$ cat config.mk
export PLATFORM = sky130hd
export DESIGN_NAME = json_string_unescape_utf8_unit
export DESIGN_NICKNAME = d
export VERILOG_FILES = /design/src/jsu_pkg.sv /design/src/json_string_unescape_utf8_unit.sv /design/src/jsu_front.sv /design/src/jsu_queue.sv /design/src/jsu_back.sv
export SDC_FILE = /design/constraint.sdc
export NUM_CORES = 1
export LEC_CHECK = 0
export ABC_AREA = 1
export BUFFER_PORTS_ARGS = -buffer_cell sky130_fd_sc_hd__clkbuf_2
export CORE_UTILIZATION = 60
export CTS_CLUSTER_DIAMETER = 80
export DETAILED_ROUTE_END_ITERATION = 6
export PLACE_DENSITY = 0.8
export SYNTH_ARGS = -nofsm -noshare
export SYNTH_HDL_FRONTEND = slang
export SYNTH_SLANG_ARGS = --single-unit
$ cat constraint.sdc
create_clock -name clk -period 5.9 [get_ports clk]
set_clock_uncertainty 0.1 [all_clocks]
set_input_delay 1.475 -clock clk [delete_from_list [all_inputs] [get_ports clk]]
set_output_delay 1.475 -clock clk [all_outputs]
set_load 0.03 [all_outputs]
$ cat src/jsu_pkg.sv
// Shared types and constants of the JSON string unescape unit.
package jsu_pkg;

  localparam int unsigned QUEUE_DEPTH = 4;
  localparam logic [15:0] CAP_RESET = 16'd8192;
  localparam logic [16:0] ROOM_MARGIN = 17'd5;

  localparam logic [1:0] ST_OK = 2'd0;
  localparam logic [1:0] ST_BAD = 2'd1;
  localparam logic [1:0] ST_SHORT = 2'd2;
  localparam logic [1:0] ST_ROOM = 2'd3;

  // One classified job: zero bytes means an error word.
  typedef struct packed {
    logic [1:0] n;
    logic [7:0] b0;
    logic [7:0] b1;
    logic [7:0] b2;
    logic eos;
    logic [1:0] status;
    logic [15:0] len;
  } job_t;

endpackage

$ cat src/json_string_unescape_utf8_unit.sv
// Top level of the JSON string unescape unit with UTF-8 encoding of \u escapes.
//
//   Channel   Handshake                Payload
//   input     in_valid / in_ready      in_byte, last_byte
//   output    out_valid / out_ready    out_byte, byte_valid, end_of_string,
//                                      status, out_length
//   config    cfg_write                cfg_data (output capacity)
//
// One input word is accepted per cycle while the job queue has room. Each
// accepted byte yields at most one job; a job gives one output word, except
// a completed \u escape, which gives up to three UTF-8 bytes from the output
// stage, one per cycle while the receiver takes them. The first word of a
// result passes through the queue and the output register before it is
// presented. Reset clears the escape state, the byte count, the queue and
// the output valid flag and sets the capacity to 8192. A stall on the output
// fills the queue and then drops in_ready; input gaps only drain the queue.
//
// The front end classifies bytes and keeps the escape phase, the partial
// hex value and the produced count, so the room check never waits on the
// output side. Errors produce a single word with end_of_string set, after
// which the rest of the string is swallowed up to its last byte.
module json_string_unescape_utf8_unit #(
  parameter int unsigned QUEUE_DEPTH = jsu_pkg::QUEUE_DEPTH
) (
  input  logic        clk,
  input  logic        rst,
  input  logic        in_valid,
  output logic        in_ready,
  input  logic [7:0]  in_byte,
  input  logic        last_byte,
  output logic        out_valid,
  input  logic        out_ready,
  output logic [7:0]  out_byte,
  output logic        byte_valid,
  output logic        end_of_string,
  output logic [1:0]  status,
  output logic [15:0] out_length,
  input  logic        cfg_write,
  input  logic [15:0] cfg_data
);
  import jsu_pkg::*;

  logic [15:0] capacity;
  logic        push, pop, q_empty, q_full;
  job_t        push_job, head;
  logic [$clog2(QUEUE_DEPTH+1)-1:0] q_fill;

  // Capacity register; the user must write it only while the unit is idle, as the block does not enforce it.
  always_ff @(posedge clk) begin
    if (rst) begin
      capacity <= CAP_RESET;
    end else if (cfg_write) begin
      capacity <= cfg_data;
    end
  end

  jsu_front u_front (
    .clk        (clk),
    .rst        (rst),
    .in_valid   (in_valid),
    .in_ready   (in_ready),
    .in_byte    (in_byte),
    .last_byte  (last_byte),
    .capacity   (capacity),
    .queue_full (q_full),
    .push       (push),
    .push_job   (push_job)
  );

  jsu_queue #(
    .DEPTH (QUEUE_DEPTH)
  ) u_queue (
    .clk      (clk),
    .rst      (rst),
    .push     (push),
    .push_job (push_job),
    .pop      (pop),
    .head     (head),
    .empty    (q_empty),
    .full     (q_full),
    .fill     (q_fill)
  );

  jsu_back u_back (
    .clk           (clk),
    .rst           (rst),
    .head          (head),
    .empty         (q_empty),
    .pop           (pop),
    .out_valid     (out_valid),
    .out_ready     (out_ready),
    .out_byte      (out_byte),
    .byte_valid    (byte_valid),
    .end_of_string (end_of_string),
    .status        (status),
    .out_length    (out_length)
  );

`ifndef SYNTHESIS
  // The queue never holds more jobs than it has entries.
  a_fill_bound: assert property (@(posedge clk) disable iff (rst)
    q_fill <= ($clog2(QUEUE_DEPTH+1))'(QUEUE_DEPTH))
    else $error("job queue overfilled");

  // A full queue must hold off the input side.
  a_full_stalls: assert property (@(posedge clk) disable iff (rst)
    q_full |-> !in_ready)
    else $error("input accepted while job queue full");

  // An error word always ends the string and carries a failure code.
  a_err_word: assert property (@(posedge clk) disable iff (rst)
    (out_valid && !byte_valid) |-> (end_of_string && status != ST_OK))
    else $error("error word without end mark or status");

  // A data word always reports success.
  a_data_word: assert property (@(posedge clk) disable iff (rst)
    (out_valid && byte_valid) |-> (status == ST_OK))
    else $error("data word with failure status");
`endif

endmodule

$ cat src/jsu_front.sv
// Front end: accepts input bytes, tracks escape state and builds output jobs.
module jsu_front (
  input  logic         clk,
  input  logic         rst,
  input  logic         in_valid,
  output logic         in_ready,
  input  logic [7:0]   in_byte,
  input  logic         last_byte,
  input  logic [15:0]  capacity,
  input  logic         queue_full,
  output logic         push,
  output jsu_pkg::job_t push_job
);
  import jsu_pkg::*;

  localparam logic [2:0] PH_NORMAL = 3'd0;
  localparam logic [2:0] PH_ESCAPE = 3'd1;
  localparam logic [2:0] PH_HEX1 = 3'd2;
  localparam logic [2:0] PH_HEX4 = 3'd5;

  logic [2:0]  phase, phase_next, phase_eff;
  logic [11:0] acc, acc_next;
  logic [15:0] count, count_next;
  logic        discarding, discarding_next;

  logic        accept;
  logic        do_fail, do_emit;
  logic [1:0]  fail_st, em_n;
  logic [7:0]  em_b0, em_b1, em_b2;
  logic [4:0]  hex;
  logic [15:0] cp;
  logic        room_fail;

  // Returns {ok, value}.
  function automatic logic [4:0] hex_digit(input logic [7:0] c);
    logic [4:0] r;
    r = 5'd0;
    if (c >= 8'h30 && c <= 8'h39) begin
      r = {1'b1, c[3:0]};
    end else if ((c >= 8'h61 && c <= 8'h66) || (c >= 8'h41 && c <= 8'h46)) begin
      r = {1'b1, c[3:0] + 4'd9};
    end
    return r;
  endfunction

  assign in_ready = !queue_full;
  assign accept = in_valid && in_ready;
  assign phase_eff = (phase > PH_HEX4) ? PH_NORMAL : phase;
  assign hex = hex_digit(in_byte);
  assign cp = {acc, hex[3:0]};
  assign room_fail = ({1'b0, count} + ROOM_MARGIN) >= {1'b0, capacity};

  // Classify the byte.
  always_comb begin
    do_fail = 1'b0;
    fail_st = ST_OK;
    do_emit = 1'b0;
    em_n = 2'd1;
    em_b0 = in_byte;
    em_b1 = 8'h00;
    em_b2 = 8'h00;
    phase_next = phase_eff;
    acc_next = acc;
    case (phase_eff)
      PH_NORMAL: begin
        if (room_fail) begin
          do_fail = 1'b1;
          fail_st = ST_ROOM;
        end else if (in_byte == 8'h5C) begin
          if (last_byte) begin
            do_fail = 1'b1;
            fail_st = ST_SHORT;
          end else begin
            phase_next = PH_ESCAPE;
          end
        end else begin
          do_emit = 1'b1;
        end
      end
      PH_ESCAPE: begin
        do_emit = 1'b1;
        phase_next = PH_NORMAL;
        case (in_byte)
          8'h22, 8'h5C, 8'h2F: em_b0 = in_byte;
          8'h6E: em_b0 = 8'h0A;
          8'h72: em_b0 = 8'h0D;
          8'h74: em_b0 = 8'h09;
          8'h62: em_b0 = 8'h08;
          8'h66: em_b0 = 8'h0C;
          8'h75: begin
            do_emit = 1'b0;
            if (last_byte) begin
              do_fail = 1'b1;
              fail_st = ST_SHORT;
            end else begin
              phase_next = PH_HEX1;
              acc_next = 12'd0;
            end
          end
          default: begin
            do_emit = 1'b0;
            do_fail = 1'b1;
            fail_st = ST_BAD;
          end
        endcase
      end
      default: begin
        if (!hex[4]) begin
          do_fail = 1'b1;
          fail_st = ST_BAD;
        end else if (phase_eff != PH_HEX4) begin
          acc_next = {acc[7:0], hex[3:0]};
          if (last_byte) begin
            do_fail = 1'b1;
            fail_st = ST_SHORT;
          end else begin
            phase_next = phase_eff + 3'd1;
          end
        end else begin
          do_emit = 1'b1;
          phase_next = PH_NORMAL;
          acc_next = 12'd0;
          if (cp < 16'h0080) begin
            em_n = 2'd1;
            em_b0 = cp[7:0];
          end else if (cp < 16'h0800) begin
            em_n = 2'd2;
            em_b0 = {3'b110, cp[10:6]};
            em_b1 = {2'b10, cp[5:0]};
          end else begin
            em_n = 2'd3;
            em_b0 = {4'b1110, cp[15:12]};
            em_b1 = {2'b10, cp[11:6]};
            em_b2 = {2'b10, cp[5:0]};
          end
        end
      end
    endcase
  end

  // Apply the outcome of an accepted byte.
  always_comb begin
    push = 1'b0;
    push_job = '0;
    push_job.len = count;
    count_next = count;
    discarding_next = discarding;
    if (accept && discarding) begin
      if (last_byte) begin
        discarding_next = 1'b0;
      end
    end else if (accept && do_fail) begin
      push = 1'b1;
      push_job.n = 2'd0;
      push_job.eos = 1'b1;
      push_job.status = fail_st;
      count_next = 16'd0;
      discarding_next = !last_byte;
    end else if (accept && do_emit) begin
      push = 1'b1;
      push_job.n = em_n;
      push_job.b0 = em_b0;
      push_job.b1 = em_b1;
      push_job.b2 = em_b2;
      push_job.eos = last_byte;
      push_job.status = ST_OK;
      count_next = last_byte ? 16'd0 : count + {14'd0, em_n};
    end
  end

  always_ff @(posedge clk) begin
    if (rst) begin
      phase <= PH_NORMAL;
      acc <= 12'd0;
      count <= 16'd0;
      discarding <= 1'b0;
    end else if (accept) begin
      discarding <= discarding_next;
      count <= count_next;
      if (discarding || do_fail || (do_emit && last_byte)) begin
        phase <= PH_NORMAL;
        acc <= 12'd0;
      end else begin
        phase <= phase_next;
        acc <= acc_next;
      end
    end
  end

endmodule

$ cat src/jsu_queue.sv
// Small job queue between the front end and the output stage.
module jsu_queue #(
  parameter int unsigned DEPTH = jsu_pkg::QUEUE_DEPTH
) (
  input  logic          clk,
  input  logic          rst,
  input  logic          push,
  input  jsu_pkg::job_t push_job,
  input  logic          pop,
  output jsu_pkg::job_t head,
  output logic          empty,
  output logic          full,
  output logic [$clog2(DEPTH+1)-1:0] fill
);
  import jsu_pkg::*;

  localparam int unsigned AW = (DEPTH > 1) ? $clog2(DEPTH) : 1;
  localparam int unsigned CW = $clog2(DEPTH + 1);
  localparam logic [AW-1:0] LAST_IDX = AW'(DEPTH - 1);

  job_t mem [DEPTH];
  logic [AW-1:0] wr_ptr, rd_ptr;

  assign empty = (fill == '0);
  assign full = (fill == CW'(DEPTH));
  assign head = mem[rd_ptr];

  always_ff @(posedge clk) begin
    if (push) begin
      mem[wr_ptr] <= push_job;
    end
  end

  always_ff @(posedge clk) begin
    if (rst) begin
      wr_ptr <= '0;
      rd_ptr <= '0;
      fill <= '0;
    end else begin
      if (push) begin
        wr_ptr <= (wr_ptr == LAST_IDX) ? '0 : wr_ptr + AW'(1);
      end
      if (pop) begin
        rd_ptr <= (rd_ptr == LAST_IDX) ? '0 : rd_ptr + AW'(1);
      end
      if (push && !pop) begin
        fill <= fill + CW'(1);
      end else if (pop && !push) begin
        fill <= fill - CW'(1);
      end
    end
  end

endmodule

$ cat src/jsu_back.sv
// Output stage: expands each job into one to three output words.
module jsu_back (
  input  logic          clk,
  input  logic          rst,
  input  jsu_pkg::job_t head,
  input  logic          empty,
  output logic          pop,
  output logic          out_valid,
  input  logic          out_ready,
  output logic [7:0]    out_byte,
  output logic          byte_valid,
  output logic          end_of_string,
  output logic [1:0]    status,
  output logic [15:0]   out_length
);
  import jsu_pkg::*;

  logic [1:0]  sub;
  logic        load, final_sub, is_err;
  logic [7:0]  sel_byte;

  assign is_err = (head.n == 2'd0);
  assign final_sub = is_err || (sub == head.n - 2'd1);
  assign load = !empty && (!out_valid || out_ready);
  assign pop = load && final_sub;

  always_comb begin
    case (sub)
      2'd0: sel_byte = head.b0;
      2'd1: sel_byte = head.b1;
      default: sel_byte = head.b2;
    endcase
  end

  always_ff @(posedge clk) begin
    if (rst) begin
      out_valid <= 1'b0;
      sub <= 2'd0;
    end else begin
      if (load) begin
        out_valid <= 1'b1;
        sub <= final_sub ? 2'd0 : sub + 2'd1;
      end else if (out_ready) begin
        out_valid <= 1'b0;
      end
    end
  end

  always_ff @(posedge clk) begin
    if (load) begin
      out_byte <= is_err ? 8'h00 : sel_byte;
      byte_valid <= !is_err;
      end_of_string <= head.eos && final_sub;
      status <= head.status;
      out_length <= is_err ? head.len : head.len + {14'd0, sub} + 16'd1;
    end
  end

endmodule

==> Yosys cells after proc, flatten, opt, wreduce, memory -nomap -nowiden <==
Memory sizes are Yosys's and may differ from the RTL's. A register that Yosys moved wholly into a read port is not among the register bits.
Cells that the tools add are included.
{ "totals": {"n_memories": 1, "ramBits": 180, "word_cells": 185, "reg_bits": 86, "out_inout_bits": 30, "in_bits": 30} }
{ "classes": {"eq_ne": 20, "n_reduce_logical": 39, "bitwise": 1, "add_sub_neg": 12, "n_lt_le_gt_ge": 10, "n_mux": 87} }
{ "memory_table": {"columns": ["name", "depth", "width", "read_ports", "rd_clocked_by_memory_dff", "wr", "line_no", "rtl"], "rows": [
  ["u_queue.mem", 4, 45, 1, 1, 1, "jsu_queue.sv:21", "job_t mem [DEPTH];"]
]} }
{ "ops": {"columns": ["cell", "count"], "rows": [
  ["$mux W8", 12],
  ["$mux W16", 4],
  ["$mux W12", 5],
  ["$mux W29", 2],
  ["$eq A8 B7 Y1 const B", 7],
  ["$pmux W8 S5", 1],
  ["$mux W3", 12],
  ["$add A16 B2 Y16", 2],
  ["$mux W2", 16],
  ["$pmux W8 S2", 2],
  ["$mux W24", 1],
  ["$pmux W12 S2", 1],
  ["$mux W1", 21],
  ["$add A16 B3 Y17 const B", 1],
  ["$ge A17 B16 Y1", 1],
  ["$add A16 B1 Y16 const B", 1],
  ["$eq A8 B6 Y1 const B", 2],
  ["$ge A8 B7 Y1 const B", 2],
  ["$le A8 B7 Y1 const B", 2],
  ["$lt A16 B12 Y1 const B", 1],
  ["$lt A16 B8 Y1 const B", 1],
  ["$logic_and A1 B1 Y1", 13],
  ["$mux W6", 2],
  ["$mux W5", 2],
  ["other kinds (31)", 55]
]} }

==> Logic depth before layout (Yosys ltp) <==
Gate-level depths: netlist of the first run.
{ "depth": {"ltp_word": 15, "ltp_mapped": 29, "mapped_depth_nobuf": 29} }

==> Modules after synthesis <==
Synthesis of the first run repeated with hierarchy kept, for this count alone.
{ "unflattened": {"hier_cells": 1418, "hier_area_um2": 13361.6} }
{ "by_module_without_submodules": {"columns": ["mod", "seq_area_each_um2", "area_per_inst_um2", "n_inst", "cells_each"], "rows": [
  ["jsu_queue", 5585.4, 7124.3, 1, 494],
  ["jsu_front", 640.6, 3897.5, 1, 652],
  ["jsu_back", 900.9, 1671.6, 1, 172],
  ["json_string_unescape_utf8_unit", 320.3, 668.1, 1, 100]
]} }

==> Least setup slack after synthesis of the first run <==
Ideal clock, no wire load.
{ "synth_path": {"kind": "input -> register", "from": "input port in_byte[0]", "to": "memory u_queue.mem[0][0] (netlist bit), enable pin", "path_stages": 16, "setup_slack_ns": 0.564, "required_ns": 5.358, "setup_ns": 0.442, "arrival_time_ns": 4.795, "path_buffers": 1, "cell_sequence": "inv_1 > ha_1 > nand2_2 > or2_1 > nand2_1 > a21oi_2 > nor2_4 > inv_4 > o211ai_1 > nand2_1 > nand3_2 > nand2_2 > nand2_1 > nand2_2 > buf_4 > nor2_1"} }
{ "synth_between": {"elab_chain_len": 13, "word_cells_on_any_way": 39, "classes_between": "order compare (6); eq/ne (9); mux (17); reduce/logical (7)"} }
{ "synth_lines": {"columns": ["element", "line_no", "rtl"], "rows": [
  ["from (decl)", "json_string_unescape_utf8_unit.sv:29", "input logic [7:0] in_byte,"],
  ["$ge A8 B7 Y1 or $le A8 B7 Y1 (tied branches)", "jsu_front.sv:40", "end else if ((c >= 8'h61 && c <= 8'h66) || (c >= 8'h41 && c <= 8'h46)) begin"],
  ["$logic_and A1 B1 Y1", "jsu_front.sv:40", null],
  ["$logic_or A1 B1 Y1", "jsu_front.sv:40", null],
  ["$mux W5", "jsu_front.sv:40", null],
  ["$mux W5", "jsu_front.sv:38", "if (c >= 8'h30 && c <= 8'h39) begin"],
  ["$mux W1", "jsu_front.sv:108", "if (!hex[4]) begin"],
  ["$pmux W1 S2", "jsu_front.sv:64", "case (phase_eff)"],
  ["$logic_and A1 B1 Y1", "jsu_front.sv:159", "end else if (accept && do_emit) begin"],
  ["$mux W1", "jsu_front.sv:159", null],
  ["$mux W1 (*)", "jsu_front.sv:152", "end else if (accept && do_fail) begin"],
  ["$mux W1 (*)", "jsu_front.sv:148", "if (accept && discarding) begin"],
  ["$mux W1 (*)", "jsu_queue.sv:29", "if (push) begin"],
  ["$mux W1 (not written as such) (*)", "jsu_queue.sv:30", "mem[wr_ptr] <= push_job;"],
  ["to (decl)", "jsu_queue.sv:21", null]
]} }
Every way passes the cells marked *; elsewhere a longest branch is shown, timed or not.

==> Worst setup path in the final report of the first run <==
{ "layout_path": {"from": "register u_front.phase[1]", "to": "register u_front.count[15]"} }
{ "layout_between": {"elab_chain_len": 10, "word_cells_on_any_way": 23, "classes_between": "add/sub (1); order compare (1); eq/ne (2); mux (13); reduce/logical (6)"} }
{ "layout_lines": {"columns": ["element", "line_no", "rtl"], "rows": [
  ["from (decl)", "jsu_front.sv:21", "logic [2:0] phase, phase_next, phase_eff;"],
  ["from (signal assigned)", "jsu_front.sv:184", "phase <= phase_next;"],
  ["$gt A3 B3 Y1", "jsu_front.sv:48", "assign phase_eff = (phase > PH_HEX4) ? PH_NORMAL : phase;"],
  ["$mux W3 (*)", "jsu_front.sv:48", null],
  ["$ne A3 B3 Y1", "jsu_front.sv:111", "end else if (phase_eff != PH_HEX4) begin"],
  ["$mux W2", "jsu_front.sv:111", null],
  ["$mux W2", "jsu_front.sv:108", null],
  ["$mux W2", "jsu_front.sv:64", null],
  ["$add A16 B2 Y16", "jsu_front.sv:167", "count_next = last_byte ? 16'd0 : count + {14'd0, em_n};"],
  ["$mux W16", "jsu_front.sv:167", null],
  ["$mux W16", "jsu_front.sv:159", null],
  ["$mux W16", "jsu_front.sv:152", null],
  ["to (signal assigned)", "jsu_front.sv:179", "count <= count_next;"],
  ["to (decl)", "jsu_front.sv:23", "logic [15:0] count, count_next;"]
]} }
Every way passes the cells marked *; elsewhere a longest branch is shown, timed or not. The select of a mux whose other input is x is not followed.
A chain may end at the register's enable or synchronous reset.

==> metrics.yaml, run 1 <==
outcome:
  status: "finished, final reports clean"
timing:
  rsz0062_at_grt: "false"
  fin_crit_sh_pct: 85.7
  setup_tns_ps: 0
  min_period_ps: 5060
  max_slew_margin_pct: 46.9
  layout_setup_ws_ps: 843
  worst_pin_slew_ps: 795
  finalHoldViolCount: 0
  max_freq_mhz: 198
  slew_viol_final: 0
  setup_viol: 0
min_path:
  hold_path_end: "u_front.acc[9]$_SDFFE_PP0P_"
  min_path_cells: 2
  min_path_type: "reg2reg"
  hold_start: "u_front.acc[9]$_SDFFE_PP0P_"
critical_path:
  crit_chain: "inv_1, o21ai_0, inv_1, ha_1, inv_1, nor2_1, inv_1, nor2_2, inv_1, nor2_1, ha_1, a21oi_1, or2_1, nor2_1, nand2_1, nor2_2, nand2_1, nor2_1, nand2_1, xor2_1, nor2_1, nand4_1, a21oi_1"
  cp_max_fo: 14
  rr_endpoint: "u_front.count[15]$_SDFFE_PP0P_"
  r2r_start: "u_front.phase[1]$_SDFFE_PP0P_"
  crit_type: "reg2reg"
  cp-start-kind: "register"
  worst-path-buf-inv: 5
  crit_path_end_kind: "register"
  r2r_cells: 23
  crit_family: "simple AND/OR/NAND/NOR gates"
  critical-path-slowest-cell: "nor2_1"
  required_ps: 6230
  crit_arrival_ps: 5390
  rrSetupSlack_ps: 840
  slowest_delay_ps: 500
placed_design:
  dp_slack_ps: 439
  gp_congestion: 0.932
  post-dp-hpwl_um: 18300
  placed_area_um2: 13100
  port_buffers: 59
drt:
  detail_route.vias_per_cell: 5.86
  post_drt_wl_per_cell_um: 17.4
  drc_errors: 0
  drt-initial-drc-count: 989
  wirelength_um: 28400
  drt_first_pass_iters: 6
  route.vias.total: 9553
  postRouteAntennaNets: 0
layout:
  layout_commonest_cell: "edfxtp_1"
  drive_above_1_share_pct: 13.4
  nets: 1412
  multi_input_area_um2: 4720
  mostFrequentLayoutCells: "edfxtp_1 (196), nand2_1 (195), nor2_1 (154)"
  n_fill_cell: 1485
  fin_util_pct: 68.9
  area_growth_pct: 11.9
  diodes: 0
  regArea_um2: 7090
  final_area_um2: 14000
synthesis:
  ys_seq_elements: 256
  ys_seq_area_share_pct: 56.5
  synthFlopType: "edfxtp_1"
  synth_cells: 1293
  synthArstFlopShare_pct: 0
  synth_area_per_cell_um2: 9.70
  syn_area_um2: 12500
  synth_edf_count: 196
  ys.warnings.count: 0
  syn_nets: 1365
  synth_cell_types: 57
floorplan:
  fp.dieW_um: 147
  die-area_um2: 21500
  io_pins: 60
  core_um2: 20400
  die_h_um: 147
  rows: 52
  start_util_pct: 61.6
pwr:
  ir_drop_mv: 0.285
  power_leakage_nw: 5.64
  power.density_nw_per_um2: 471
  finalPower_mw: 6.60
clocking:
  clk_pin_slew_ps: 60
  cts_resized: 0
  holdBufCountCts: 0
  h-tree-depth: 1
  cts.sinks: 256
  tritoncts: "built"
  cts_root_buffer: "clkbuf_16"
  cts_buffer_depth: 3
  insertion_delay_ps: 520
  cts_setup_buffers: 0
  numCtsBuffers: 26
global_routing:
  grt_pass1_wl_um: 45600
  gr-usage-all-layers_pct: 26.8
  antenna_found_initial: 0
  grt_overflow: 0
  grt_max_degree: 49
  grt_pass1_vias: 9183
run:
  cap_violations: 0
==> metal layers <==
| layer | vias up | share of wire, % | track usage [%] |
|---|---|---|---|
| li1 | 4581 | - | - |
| met1 | 4461 | 41 | 35.2 |
| met2 | 448 | 48 | 45.9 |
| met3 | 63 | 7.8 | 3.03 |
| met4 | 0 | 2.5 | 9.74 |
| met5 | - | 0 | 0 |
==> worst max path at each step <==
stage                                        startpoint                        endpoint  slack [ps]  depth (start not counted)
after floorplan                              in_byte[0]     u_queue.mem[0][0]$_DFFE_PP_         560                         16
after global placement                       in_byte[0]  u_front.count[15]$_SDFFE_PP0P_         640                         24
after detailed placement                     in_byte[0]  u_front.count[15]$_SDFFE_PP0P_         440                         24
after CTS                                    in_byte[0]  u_front.count[15]$_SDFFE_PP0P_         980                         24
after global routing      u_front.phase[1]$_SDFFE_PP0P_  u_front.count[15]$_SDFFE_PP0P_         500                         23
final                     u_front.phase[1]$_SDFFE_PP0P_  u_front.count[15]$_SDFFE_PP0P_         840                         23
==> final cells by class <==
cell class	count	share of cell area, %
flip-flops and latches	256	50.5
multi-input cells	846	33.6
clock buffers	34	5.44
inverters	132	3.56
repair buffers	78	3.30
well taps	270	2.41
clock inverters	14	1.17
==> Yosys cell counts, drive strengths merged (3+ instances only) <==
cell | count | share of area, %
ha | 39 | 3.9
buf | 26 | 1.3
nor3 | 22 | 0.96
nor4 | 4 | 0.20
a32oi | 5 | 0.35
xnor2 | 12 | 0.84
a22oi | 6 | 0.36
a32o | 3 | 0.24
a21oi | 95 | 3.8
nand4 | 41 | 2.5
o211ai | 4 | 0.24
or2 | 4 | 0.20
clkinv | 4 | 0.13
o21ai | 113 | 4.5
inv | 128 | 3.8
clkbuf | 33 | 0.99
nand3 | 42 | 1.8
dfxtp | 60 | 9.6
nand2 | 206 | 6.5
nor2 | 166 | 5.3
xor2 | 25 | 1.7
fa | 3 | 0.48
edfxtp | 196 | 47
o22ai | 29 | 1.5
a31oi | 10 | 0.55
nor3b | 3 | 0.18
a221oi | 3 | 0.21
==> state kept, by name (all words and copies together) (netlist names), named ones only <==
signal	cells
u_back.status	2
u_front.discarding	1
u_queue.rd_ptr	2
u_back.out_length	16
u_queue.fill	3
u_back.end_of_string	1
u_front.phase	3
u_back.out_byte	8
capacity	16
u_front.count	16
u_back.sub	2
u_back.byte_valid	1
u_queue.mem	168
u_back.out_valid	1
u_queue.wr_ptr	2
u_front.acc	12
==> power breakdown <==
group / internal, mW / leakage [nW] / total, mW / switching (mW)
registers: 2.51 / 2.34 / 2.67 / 0.159
logic: 0.645 / 2.84 / 2.21 / 1.56
clock network: 1.05 / 0.466 / 1.72 / 0.675
total: 4.20 / 5.64 / 6.60 / 2.40
==> tightest hold or removal path, delay by kind of cell, from the launching register on <==
kind,cells,cell delay [ps]
AO/OA/AOI/OAI,1,50
flip-flops,1,310
AND/OR/NAND/NOR,1,60
==> through the flow <==
stage	hold WS [ps]	std cells
after floorplan	335	1293
after CTS	362	1630
after detailed placement	352	1582
after global routing	394	1630
final	361	1630
after global placement	351	1582
==> logic make-up after synthesis <==
kind of cell             count (synthesis)  share of synthesized area [%]
multiplexers                             1                         0.0798
flip-flops                             256                           56.5
XOR/XNOR                                37                           2.58
buffers and inverters                  191                           6.26
AO/OA/AOI/OAI                          276                           12.4
adder cells (fa/ha/maj)                 42                           4.37
AND/OR/NAND/NOR                        490                           17.8
No activity file was read; power rests on OpenSTA's default activity.
==> run 2: changes to the inputs <==
--- a/config.mk
+++ b/config.mk
@@ -11,6 +11,7 @@
 export CTS_CLUSTER_DIAMETER = 80
 export DETAILED_ROUTE_END_ITERATION = 6
 export PLACE_DENSITY = 0.8
+export SKIP_LAST_GASP = 1
 export SYNTH_ARGS = -nofsm -noshare
 export SYNTH_HDL_FRONTEND = slang
 export SYNTH_SLANG_ARGS = --single-unit
==> constraint.sdc (replaced) <==
create_clock -name clk -period 5.1 [get_ports clk]
set_clock_uncertainty 0.1 [all_clocks]
set_input_delay 1.275 -clock clk [delete_from_list [all_inputs] [get_ports clk]]
set_output_delay 1.275 -clock clk [all_outputs]
set_load 0.03 [all_outputs]
==> run 2 against run 1 <==
Net effect: total power up 12%; design area decreased by 0.64%; sequential power is 15% higher; global-route usage down 0.37 points; fmax grew 10%; first-iteration DRC count is 11% higher; flip-flop and latch count stayed put; final cell count up 0.12%; setup slack got worse by 340 ps; register-to-register slack worse by 340 ps; clock power rose by 5%; highest routed layer unchanged.
==> metrics.yaml, run 2 (synthesis gave the netlist of run 1 again) <==
outcome:
  status: "finished, final reports clean"  # unchanged
layout:
  mostFrequentLayoutCells: "edfxtp_1 (196), nand2_1 (195), nor2_1 (154)"  # unchanged
  n_fill_cell: 1494  # was 1,485
  drive_above_1_share_pct: 12.8  # was 13.4%
  top_register: "u_queue.mem"  # unchanged
  largest_reg_flops: 168  # unchanged
  nets: 1414  # was 1,412
  multi_input_area_um2: 4720  # unchanged
  area_growth_pct: 11.1  # was 11.9%
  layout_commonest_cell: "edfxtp_1"  # unchanged
  finalNonFillerCells: 1632  # was 1,630
  diodes: 0  # unchanged
  regArea_um2: 7090  # unchanged
global_routing:
  grt_pass1_vias: 9032  # was 9,183
  gr-usage-all-layers_pct: 26.4  # was 26.8%
  grtUsageMet3_pct: 3.72  # was 3.03%
  antenna_found_initial: 0  # unchanged
  grt_overflow: 0  # unchanged
  grt_busiest_layer: "met2"  # unchanged
  use_met2_pct: 43.8  # was 45.9%
  grt_max_degree: 86  # was 49
  grt_pass1_wl_um: 45200  # was 45,600 µm
  use_met1_pct: 35.8  # was 35.2%
floorplan:
  core_um2: 20400  # unchanged
  start_util_pct: 61.6  # unchanged
  die_h_um: 147  # unchanged
  io_pins: 60  # unchanged
  fp.dieW_um: 147  # unchanged
  die-area_um2: 21500  # unchanged
  rows: 52  # unchanged
clocking:
  numCtsBuffers: 26  # unchanged
  tritoncts: "built"  # unchanged
  cts_buffer_depth: 3  # unchanged
  holdBufCountCts: 0  # unchanged
  cts_setup_buffers: 0  # unchanged
  insertion_delay_ps: 530  # was 520 ps
  cts_root_buffer: "clkbuf_16"  # unchanged
  h-tree-depth: 1  # unchanged
  cts_resized: 0  # unchanged
  cts.sinks: 256  # unchanged
  clk_pin_slew_ps: 60  # about the same
timing:
  setup_tns_ps: 0  # unchanged
  rsz0062_at_grt: "false"  # unchanged
  setup_viol: 0  # unchanged
  max_freq_mhz: 218  # was 198 MHz
  slew_viol_final: 0  # unchanged
  max_slew_margin_pct: 44.6  # was 46.9%
  finalHoldViolCount: 0  # unchanged
  fin_crit_sh_pct: 90.1  # was 85.7%
  min_period_ps: 4600  # was 5060 ps
  worst_pin_slew_ps: 830  # was 795 ps
pwr:
  p_switching_mw: 2.75  # was 2.40 mW
  p_int_mw: 4.67  # was 4.20 mW
  pwr-share-comb_pct: 34.3  # was 33.5%
  power_leakage_nw: 5.59  # was 5.64 nW
  power.share.switching_pct: 37.0  # was 36.3%
  power_frac_seq_pct: 41.3  # was 40.4%
  ir_drop_mv: 0.378  # was 0.285 mV
  clock_power_share_pct: 24.4  # was 26.1%
  power.density_nw_per_um2: 532  # was 471 nW/µm²
placed_design:
  dp_cells: 1584  # was 1,582
  port_buffers: 59  # unchanged
  gp_congestion: 0.944  # was 0.932
  post-dp-hpwl_um: 18500  # was 18,300 µm
critical_path:
  crit_arrival_ps: 4960  # was 5390 ps
  crit_top_cell: "nand2_1"
  cp-start-kind: "register"  # unchanged
  crit_type: "reg2reg"  # unchanged
  required_ps: 5460  # was 6230 ps
  crit_path_end_kind: "register"  # unchanged
  slowest_delay_ps: 600  # was 500 ps
  critical-path-slowest-cell: "dfxtp_1"  # was nor2_1
  worst-path-buf-inv: 2  # was 5
  crit_family: "simple AND/OR/NAND/NOR gates"  # unchanged
  cp_max_fo: 9  # was 14
drt:
  post_drt_wl_per_cell_um: 17.2  # was 17.4 µm
  drt-initial-drc-count: 1093  # was 989
  drc_errors: 0  # unchanged
  detail_route.vias_per_cell: 5.84  # was 5.86
  wirelength_um: 28000  # was 28,400 µm
  route.vias.total: 9536  # was 9,553
  postRouteAntennaNets: 0  # unchanged
  drt_first_pass_iters: 6  # unchanged
min_path:
  min_path_type: "reg2reg"  # unchanged
run:
  cap_violations: 0  # unchanged
## run 2: cell types whose count changed in the layout (fill, tap and decap cells not counted), moves of 2 or more
cell       delta
clkinv_2      -4
clkinv_1      +5
inv_6         -2
clkbuf_1      +4
buf_4         +2
clkbuf_8      -2
bufinv_16     -2
## run 2: through the flow
stage	area [µm²]	setup slack [ps]	power [mW]	util, %	hold WS [ps]
after CTS	13900	567	7.44	68.5	368
after global placement	13100	424	5.54	64.4	353
after detailed placement	13100	293	5.62	64.4	359
after floorplan	12500	-36.4	4.92	-	335
after global routing	13900	32.2	7.83	68.5	379
final	13900	503	7.42	68.5	362
## run 2: final cells by class
class                           instances  share of cell area (%)
Timing Repair Buffer                   80                    3.43
Tap cell                              270                    2.42
Clock inverter                         13                   0.691
Sequential cell                       256                    50.8
Inverter                              132                    3.58
Multi-Input combinational cell        846                    33.8
Clock buffer                           35                    5.20
## run 2: final timing paths
| check | slack [ps] | endpoint | cells past startpoint | startpoint |
|---|---|---|---|---|
| setup / recovery | 500 | u_queue.fill[2]$_SDFFE_PP0P_ | 26 | u_front.count[1]$_SDFFE_PP0P_ |
| hold / removal | 360 | u_front.acc[1]$_SDFFE_PP0P_ | 2 | u_front.acc[1]$_SDFFE_PP0P_ |
| setup reg to reg | 500 | u_queue.fill[2]$_SDFFE_PP0P_ | 26 | u_front.count[1]$_SDFFE_PP0P_ |
| hold reg to reg | 360 | u_front.acc[1]$_SDFFE_PP0P_ | 2 | u_front.acc[1]$_SDFFE_PP0P_ |
## run 2: power by group through the flow
stage          registers (mW)  logic, mW  clock network [mW]
2_1_floorplan            3.34       1.58                   0
4_1_cts                  3.06       2.55                1.83
6_report                 3.06       2.55                1.81
3_5_place_dp             3.10       2.52                   0
3_3_place_gp             3.08       2.46                   0
5_1_grt                  3.11       2.81                1.92
## run 2: tightest hold or removal path, cell delays in order, from the launching register on
cell     delay [ps]
dfxtp_1         300
nand2_1          60
a21oi_1          50
## run 2: layer usage
metal / routed length [µm] / up-vias
li1: - / 4604
met3: 2120 / 61
met1: 12000 / 4471
met5: 0 / -
met2: 13200 / 400
met4: 663 / 0
==> run 3: changes to the inputs <==
--- a/config.mk
+++ b/config.mk
@@ -14,4 +14,5 @@
 export SKIP_LAST_GASP = 1
 export SYNTH_ARGS = -nofsm -noshare
 export SYNTH_HDL_FRONTEND = slang
+export SYNTH_HIERARCHICAL = 1
 export SYNTH_SLANG_ARGS = --single-unit
==> run 3 against run 2 <==
Net effect: register-to-register slack better by 110 ps; clock-buffer cell count unchanged; synthesized cell count is 9.7% higher; critical path depth shrank 3; critical endpoint is now u_queue/mem[1][23]$_DFFE_PP_; sequential share of layout area fell by 0.27 points; hold slack worse by 2.2 ps; highest routed layer unchanged; via count increased by 4.9%; utilization shrank 0.96 points; first-iteration DRC count fell by 23%; routed wire length rose by 6.1%; design area grew 5.7%; largest power group unchanged.
==> metrics.yaml, run 3 <==
placed_design:
  port_buffers: 59  # unchanged
  gp_congestion: 0.933  # was 0.944
  placed_area_um2: 13800  # was 13,100 µm²
  post-dp-hpwl_um: 19700  # was 18,500 µm
  dp_cells: 1722  # was 1,584
critical_path:
  rr_endpoint: "u_queue/mem[1][23]$_DFFE_PP_"  # was u_queue.fill[2]$_SDFFE_PP0P_
  r2r_start: "u_front/count[6]$_SDFFE_PP0P_"  # was u_front.count[1]$_SDFFE_PP0P_
  crit_path_end_kind: "register"  # unchanged
  r2r_cells: 23  # was 26
  crit_type: "reg2reg"  # unchanged
  cp-start-kind: "register"  # unchanged
  crit_arrival_ps: 4560  # was 4960 ps
  required_ps: 5170  # was 5460 ps
  cp_max_fo: 45  # was 9
  rrSetupSlack_ps: 610  # was 500 ps
layout:
  drive_above_1_share_pct: 13.0  # was 12.8%
  fin_util_pct: 67.5  # was 68.5%
  final_area_um2: 14700  # was 13,900 µm²
  diodes: 0  # unchanged
  nets: 1543  # was 1,414
  largest_reg_flops: 180  # was 168
  mostFrequentLayoutCells: "nor2_1 (243), nand2_1 (227), edfxtp_1 (208)"  # was edfxtp_1 (196), nand2_1 (195), nor2_1 (154)
  top_register: "u_queue/mem"  # was u_queue.mem
  finalNonFillerCells: 1774  # was 1,632
  layout_commonest_cell: "nor2_1"  # was edfxtp_1
  area_growth_pct: 10.3  # was 11.1%
clocking:
  insertion_delay_ps: 540  # was 530 ps
  cts_setup_buffers: 0  # unchanged
  cts_root_buffer: "clkbuf_16"  # unchanged
  cts_buffer_depth: 3  # unchanged
  cts.sinks: 268  # was 256
  tritoncts: "built"  # unchanged
  numCtsBuffers: 28  # was 26
  h-tree-depth: 1  # unchanged
  holdBufCountCts: 0  # unchanged
  clk_pin_slew_ps: 60  # about the same
timing:
  fin_crit_sh_pct: 88.0  # was 90.1%
  slew_viol_final: 0  # unchanged
  finalHoldViolCount: 0  # unchanged
  setup_viol: 0  # unchanged
  max_freq_mhz: 223  # was 218 MHz
  rsz0062_at_grt: "false"  # unchanged
  worst_pin_slew_ps: 1120  # was 830 ps
  min_period_ps: 4490  # was 4600 ps
  max_slew_margin_pct: 25.1  # was 44.6%
  setup_tns_ps: 0  # unchanged
synthesis:
  synth_cells: 1418  # was 1,293
  synth_cell_types: 53  # was 57
  ys_seq_elements: 268  # was 256
  synth_edf_count: 208  # was 196
  synth_top_cell_area_share_pct: 46.7  # was 46.9%
  ys_seq_area_share_pct: 55.7  # was 56.5%
  ys.warnings.count: 6  # was 0
  synth_area_leaders: "edfxtp_1 (47%), dfxtp_1 (9.0%), nor2_1 (6.8%)"  # was edfxtp_1 (47%), dfxtp_1 (9.6%), nand2_1 (5.8%)
  synth_top_area_cell: "edfxtp_1"  # unchanged
  synthMostInstantiatedCell: "nor2_1"  # was edfxtp_1
  syn_area_um2: 13400  # was 12,500 µm²
  synth_common_cells: "nor2_1 (243), nand2_1 (227), edfxtp_1 (208)"  # was edfxtp_1 (196), nand2_1 (195), nor2_1 (158)
  synthArstFlopShare_pct: 0  # unchanged
  synthFlopType: "edfxtp_1"  # unchanged
  synth_area_per_cell_um2: 9.42  # was 9.70 µm²
global_routing:
  grt_pass1_vias: 9355  # was 9,032
  grt_busiest_layer: "met2"  # unchanged
  antenna_found_initial: 0  # unchanged
  grt_overflow: 0  # unchanged
  grtUsageMet3_pct: 3.34  # was 3.72%
  use_met1_pct: 37.3  # was 35.8%
  grt_pass1_wl_um: 47100  # was 45,200 µm
  grt_max_degree: 61  # was 86
  gr-usage-all-layers_pct: 26.4  # about the same
  use_met2_pct: 42.9  # was 43.8%
drt:
  drt-initial-drc-count: 841  # was 1,093
  post_drt_wl_per_cell_um: 16.7  # was 17.2 µm
  drt_first_pass_iters: 6  # unchanged
  detail_route.vias_per_cell: 5.64  # was 5.84
  drc_errors: 0  # unchanged
  route.vias.total: 10004  # was 9,536
  postRouteAntennaNets: 0  # unchanged
  wirelength_um: 29700  # was 28,000 µm
pwr:
  ir_drop_mv: 0.360  # was 0.378 mV
  power_leakage_nw: 5.91  # was 5.59 nW
  power.density_nw_per_um2: 577  # was 532 nW/µm²
  finalPower_mw: 8.50  # was 7.42 mW
floorplan:
  die_h_um: 151  # was 147 µm
  start_util_pct: 61.2  # was 61.6%
  core_um2: 21800  # was 20,400 µm²
  rows: 54  # was 52
  io_pins: 60  # unchanged
  fp.dieW_um: 151  # was 147 µm
  die-area_um2: 22900  # was 21,500 µm²
min_path:
  hold_start: "capacity[13]$_SDFFE_PP1P_"  # was u_front.acc[1]$_SDFFE_PP0P_
  hold_path_end: "capacity[13]$_SDFFE_PP1P_"  # was u_front.acc[1]$_SDFFE_PP0P_
  min_path_cells: 2  # unchanged
  min_path_type: "reg2reg"  # unchanged
run:
  cap_violations: 0  # unchanged
outcome:
  status: "finished, final reports clean"  # unchanged
run 3: cell types whose count changed after synthesis, sizes merged, moves of 28 or more:
cell    before  now
nor2       166  262
inv        128  166
clkbuf      33    5
nand4       41   10
nand2      206  248
a21oi       95   52
run 3: area by class of cell:
cell class	count	area, µm²
Tap cell	280	350
Timing Repair Buffer	71	385
Multi-Input combinational cell	934	4950
Fill cell	1659	7090
Inverter	169	646
Clock inverter	17	155
Clock buffer	35	800
Sequential cell	268	7450
run 3: report_power, final:
group | internal, mW | total, mW | switching [mW]
sequential | 3.12 | 3.41 | 0.288
clock | 1.21 | 2.04 | 0.827
combinational | 0.875 | 3.05 | 2.17
run 3: kinds of logic after synthesis:
family	share of synthesized area, %
xor+xnor	2.49
fa+ha+maj	4.01
simple gates	19.9
other cells	0.0281
compound gates	10.6
flops	55.7
buf+inv	7.27
run 3: worst max-delay path by stage:
| stage | slack, ps | cells past startpoint | startpoint | end |
|---|---|---|---|---|
| after global routing | 80 | 29 | u_front/count[7]$_SDFFE_PP0P_ | u_queue/fill[2]$_SDFFE_PP0P_ |
| after CTS | 580 | 24 | u_front/count[1]$_SDFFE_PP0P_ | u_queue/mem[1][23]$_DFFE_PP_ |
| after global placement | 630 | 21 | in_byte[0] | u_front/count[14]$_SDFFE_PP0P_ |
| after floorplan | 650 | 24 | u_front/count[1]$_SDFFE_PP0P_ | u_queue/mem[0][0]$_DFFE_PP_ |
| final | 610 | 23 | u_front/count[6]$_SDFFE_PP0P_ | u_queue/mem[1][23]$_DFFE_PP_ |
| after detailed placement | 540 | 21 | in_byte[0] | u_front/count[14]$_SDFFE_PP0P_ |
run 3: critical path: stages (launching register included):
cell and delay [ps]:
dfxtp_1 500, inv_1 160, nor3_1 370, nand2_1 140, nor2_1 220, xor2_1 170, inv_1 60, ha_1 290
nand2_1 70, inv_1 50, nand2_1 90, nor2_1 50, a21oi_1 140, nand2_1 70, nand2_1 60, nand3_1 140
nand2_2 130, nand2_1 70, nand2_2 80, nand3_2 170, a21oi_4 270, nand2_1 100, clkinv_1 60, buf_4 530
run 3: what timing repair did:
item,4_1_cts,5_1_grt
hold endpoints to repair,0,0
resized for setup,0,1
endpoints found under the setup margin,0,2
run 3: stage by stage:
step                      worst slack, ps  hold slack [ps]
after floorplan                       647              328
after global placement                635              342
after detailed placement              539              346
final                                 610              360
after CTS                             580              361
after global routing                 82.0              388
run 3: layer usage:
layer / routed length, µm / vias up
met2: 14100 / 416
met5: 0 / -
met3: 2190 / 45
met4: 516 / 0
li1: - / 4876
met1: 12900 / 4667
